### src/design/tqc_pkg.sv
// shared constants, codes and control structs for the ticket queue
package tqc_pkg;

    localparam int DEPTH    = 64;
    localparam int ADDR_W   = $clog2(DEPTH);
    localparam int CNT_W    = $clog2(DEPTH + 1);
    localparam int CAP_W    = 7;
    localparam int CMP_W    = (CNT_W > CAP_W) ? CNT_W : CAP_W;
    localparam int FUNC_W   = 2;
    localparam int STATUS_W = 2;
    localparam int TICKET_W = 16;
    localparam int TIME_W   = 10;
    localparam int COUNT_W  = 7;
    localparam int TOTAL_W  = 16;
    localparam int ENTRY_W  = TICKET_W + TIME_W;

    localparam logic [CAP_W-1:0]    CAP_RESET   = CAP_W'(64);
    localparam logic [TICKET_W-1:0] TICKET_LAST = '1;
    localparam logic [TICKET_W-1:0] TICKET_FIRST = TICKET_W'(1);

    localparam logic [FUNC_W-1:0] FUNC_ENQ    = 2'd0;
    localparam logic [FUNC_W-1:0] FUNC_SERVE  = 2'd1;
    localparam logic [FUNC_W-1:0] FUNC_CANCEL = 2'd2;
    localparam logic [FUNC_W-1:0] FUNC_STATUS = 2'd3;

    localparam logic [STATUS_W-1:0] ST_OK        = 2'd0;
    localparam logic [STATUS_W-1:0] ST_FULL      = 2'd1;
    localparam logic [STATUS_W-1:0] ST_EMPTY     = 2'd2;
    localparam logic [STATUS_W-1:0] ST_NOT_FOUND = 2'd3;

    typedef struct packed {
        logic accept;
        logic enq;
        logic set_empty;
        logic take_head;
        logic scan_step;
        logic scan_hit;
        logic not_found;
        logic shift_step;
        logic shift_done;
        logic load_out;
    } tqc_cmd_t;

    typedef struct packed {
        logic count_zero;
        logic op_status;
        logic hit;
        logic last;
        logic out_free;
    } tqc_stat_t;

endpackage

### src/design/tqc_ctrl.sv
// sequencer for enqueue, head access, search and compaction
module tqc_ctrl
    import tqc_pkg::*;
(
    input  logic              clk,
    input  logic              rst_n,
    input  logic              req_valid,
    input  logic [FUNC_W-1:0] req_func,
    output logic              req_ready,
    input  tqc_stat_t         stat,
    output tqc_cmd_t          cmd
);

    localparam logic [1:0] S_IDLE  = 2'd0;
    localparam logic [1:0] S_SCAN  = 2'd1;
    localparam logic [1:0] S_SHIFT = 2'd2;
    localparam logic [1:0] S_RESP  = 2'd3;

    logic [1:0] state_reg;
    logic [1:0] state_next;

    assign req_ready = (state_reg == S_IDLE);

    always_comb
    begin
        cmd        = '0;
        state_next = state_reg;
        unique case (state_reg)
            S_IDLE:
            begin
                if (req_valid)
                begin
                    cmd.accept = 1'b1;
                    if (req_func == FUNC_ENQ)
                    begin
                        cmd.enq    = 1'b1;
                        state_next = S_RESP;
                    end
                    else if (stat.count_zero)
                    begin
                        cmd.set_empty = 1'b1;
                        state_next    = S_RESP;
                    end
                    else
                    begin
                        state_next = S_SCAN;
                    end
                end
            end
            S_SCAN:
            begin
                // read word of the current slot is valid here, one slot per cycle
                if (stat.hit && stat.op_status)
                begin
                    cmd.take_head = 1'b1;
                    state_next    = S_RESP;
                end
                else if (stat.hit)
                begin
                    cmd.scan_hit = 1'b1;
                    state_next   = S_SHIFT;
                end
                else if (stat.last)
                begin
                    cmd.not_found = 1'b1;
                    state_next    = S_RESP;
                end
                else
                begin
                    cmd.scan_step = 1'b1;
                end
            end
            S_SHIFT:
            begin
                if (stat.last)
                begin
                    cmd.shift_done = 1'b1;
                    state_next     = S_RESP;
                end
                else
                begin
                    cmd.shift_step = 1'b1;
                end
            end
            S_RESP:
            begin
                if (stat.out_free)
                begin
                    cmd.load_out = 1'b1;
                    state_next   = S_IDLE;
                end
            end
            default:
            begin
                state_next = S_IDLE;
            end
        endcase
    end

    always_ff @(posedge clk or negedge rst_n)
    begin
        if (!rst_n)
        begin
            state_reg <= S_IDLE;
        end
        else
        begin
            state_reg <= state_next;
        end
    end

    a_one_word_at_a_time: assert property (@(posedge clk) disable iff (!rst_n)
        (req_valid && req_ready) |=> !req_ready)
        else $error("request taken while another is in flight");

endmodule

### config.mk
export PLATFORM = sky130hd
export DESIGN_NAME = tqc_ctrl
export DESIGN_NICKNAME = d
export VERILOG_FILES = /design/src/design/tqc_pkg.sv /design/src/design/tqc_ctrl.sv
export SDC_FILE = /design/constraint.sdc
export NUM_CORES = 1
export LEC_CHECK = 0
export ABC_AREA = 0
export BUFFER_PORTS_ARGS = -buffer_cell sky130_fd_sc_hd__buf_4
export CAP_MARGIN = 30
export CORE_AREA = 3 3 40 42
export CTS_BUF_LIST = sky130_fd_sc_hd__clkbuf_16
export DETAILED_ROUTE_END_ITERATION = 8
export DIE_AREA = 0 0 43 45
export PLACE_DENSITY_LB_ADDON = 0.3
export RECOVER_POWER = 100
export SLEW_MARGIN = 20
export SYNTH_ARGS = -nofsm -noshare
export SYNTH_HDL_FRONTEND = slang
export SYNTH_SLANG_ARGS = --single-unit
### constraint.sdc
create_clock -name clk -period 0.9 [get_ports clk]
set_input_delay 0.09 -clock clk [delete_from_list [all_inputs] [get_ports clk]]
set_output_delay 0.09 -clock clk [all_outputs]
set_load 0.01 [all_outputs]
==> flow_summary.ini <==
[cts]
tritoncts = done
clk_pin_slew_ns = 0.03
htree_levels = 1
clkLatencyLatePin_ns = 0.22
clk_path_buf_depth = 2
cts_root_buffer = clkbuf_16
clock_buffer_count_from_cts = 3
total_clock_sinks = 2

[sta]
post-route-period-util_pct = 143.5
endpoints_failing_hold = 0
rsz0062_at_grt = true
finalCriticalPeriod_ns = 1.292
achievable_clock_frequency_mhz = 774.2
timing_worst_slew_pin_value_ns = 0.2508
setup_viol = 13
finalHoldWorstSlack_ns = 0.1825
finalWorstSetupSlack_ns = -0.3917
timing.max_slew.rel_slack_pct = 83.21
finalMaxSlewViolations = 0
maximum_clock_skew_at_final_layout_ns = 0.0003580

[final_layout]
flip_flop_count_of_the_largest_register_all_copies_and_words_added = 2
area_growth_pct = 117.4
antenna_cells = 0
drive_above_1_share_pct = 80.39
stdcell_area_um2 = 563.0
mostFrequentLayoutCells = buf_4, buf_6, clkbuf_16
finish.net_count = 63
final_common_cell = buf_4

[critical_path]
crit-reg2reg-capture = state_reg[1]
critical_path_required_ns = 0.81
crit_fanout = 7
worst_reg_to_reg_setup_slack_ns = -0.16
crit_path_class = reg -> out
endpoint_class_of_the_critical_path = primary output
critical_path.reg2reg.startpoint = state_reg[1]
setup.worst_path.start_class = flop
reg2reg_depth = 3
worst_endpoint_data_arrival_time_ns = 1.20

[placement]
gp_congestion = 0.6952
io_buffer_count = 20
postPlaceCellArea_um2 = 436.7
dp_hpwl_um = 541.7

[route]
routed-via-count = 296
drt_iter0_markers = 0
wl_per_cell_um = 11.45
drt_drc_violations_left = 0
number_of_vias_per_cell = 4.485
route.antenna.remaining_nets = 0
drt-pass1-iter-count = 1
detail_route.wirelength_um = 756

[logic_synthesis]
synth.avg_cell_area_um2 = 10.79
synth-seq-area-share_pct = 19.32
postSynth.topFlopCell = dfrtp_1
post_synthesis_async_set_or_reset_flop_share_pct = 100.0
ys_warn_count = 0
synth_enable_flop_cells = 0
synth_top_area_cell = dfrtp_1
mappedNetlistArea_um2 = 259.0
yosys.area.top_type_share_pct = 19.32
netlist_instances = 24
mappedNetlistNets = 34
synth_top_cells_by_area = dfrtp_1, and4bb_2, nor4b_4
yosysUniqueCellTypes = 19
synth_seq_cells = 2

[power]
totalPowerFinal_mw = 1.618
power_density_nw_per_um2 = 2873
power.switching_mw = 0.4916
seq_power_share_pct = 18.0
static_leakage_nw = 0.2740
intPower_mw = 1.126
switch_share_pct = 30.39
power.share.clock_pct = 41.5
ir_worst_vdd_v = 0.001150
share_comb_of_total_power_pct = 40.5

[status]
outcome = complete, but fails checks
violations = negative setup slack

[floorplanning]
fp.coreArea_um2 = 1285
die-width_um = 43
start_util_pct = 20.16
pin_count = 21
fp-row-count = 13
fp.dieArea_um2 = 1935
die_height_um = 45

[flow_run]
maxCapViolations = 0

[grt]
antenna_violations_before_repair = 0
first_global_vias = 275
grt_start_max_net_pins = 13
grt_first_pass_wirelength_mm = 1.214
overflow = 0
gr-usage-all-layers_pct = 9.318

[min_path]
min-delay-start = stat[1]
min_delay_worst_endpoint = state_reg[0]
timing.hold.worst_path_depth = 3
timing.hold.worst.class = in -> reg
cells by family after synthesis:
group / share of synthesized area (%)
compound gates: 13.53
buf+inv: 10.14
flops: 19.32
simple gates: 57.00
worst max path at each step:
| stage | start | to | cells past startpoint |
|---|---|---|---|
| floorplan | state_reg[0] | cmd[7] | 4 |
| global placement | state_reg[0] | cmd[5] | 2 |
| detailed placement | state_reg[0] | cmd[5] | 2 |
| CTS | state_reg[1] | cmd[7] | 4 |
| global route | state_reg[1] | cmd[7] | 4 |
| finish | state_reg[1] | cmd[8] | 4 |
what timing repair did:
item	CTS	global route
endpoints found under the hold margin	2	0
hold buffers	1	0
pin swaps	0	3
setup buffers	1	2
gates cloned	0	0
gates resized for setup	6	2
endpoints found under the setup margin	13	13
synthesized netlist by cell type (2+ instances only):
cell type and instances:
and4bb_2 2, buf_6 2, dfrtp_1 2, o21ai_0 3
layout make-up:
class	count	area, um2
multi-input cells	19	203.9
flip-flops and latches	2	52.55
inverters	1	3.754
fillers	130	721.9
clock buffers	3	75.07
repair buffers	26	209.0
well taps	15	18.77
power groups by stage:
| stage | Sequential [mW] | Clock, mW | Combinational, mW |
|---|---|---|---|
| 6_report | 0.291 | 0.672 | 0.655 |
| 5_1_grt | 0.302 | 0.705 | 0.712 |
| 4_1_cts | 0.305 | 0.689 | 0.583 |
| 3_5_place_dp | 0.296 | 0 | 0.521 |
| 3_3_place_gp | 0.298 | 0 | 0.528 |
| 2_1_floorplan | 0.160 | 0 | 0.502 |
critical path, stage by stage (launching register included):
cell	delay (ns)
dfrtp_2	0.47
nor2_8	0.14
nand2_4	0.07
nor3_2	0.16
buf_4	0.13
routing by layer:
metal / GRT usage [%] / wire, um
met1: 9.615 / 335
met3: 3.984 / 101
met5: 0 / 0
met2: 12.28 / 291
met4: 12.65 / 27
stage by stage:
stage	utilization, %	setup slack, ns	TNS [ns]	std cells
after floorplan	-	-0.1025	-0.2936	24
after global placement	33.98	-0.2540	-2.450	59
after detailed placement	33.98	-0.2699	-2.395	59
after CTS	42.65	-0.4114	-3.771	64
after global routing	43.82	-0.4251	-4.380	66
final	43.82	-0.3917	-3.914	66
Power figures use the tool's default switching activity.
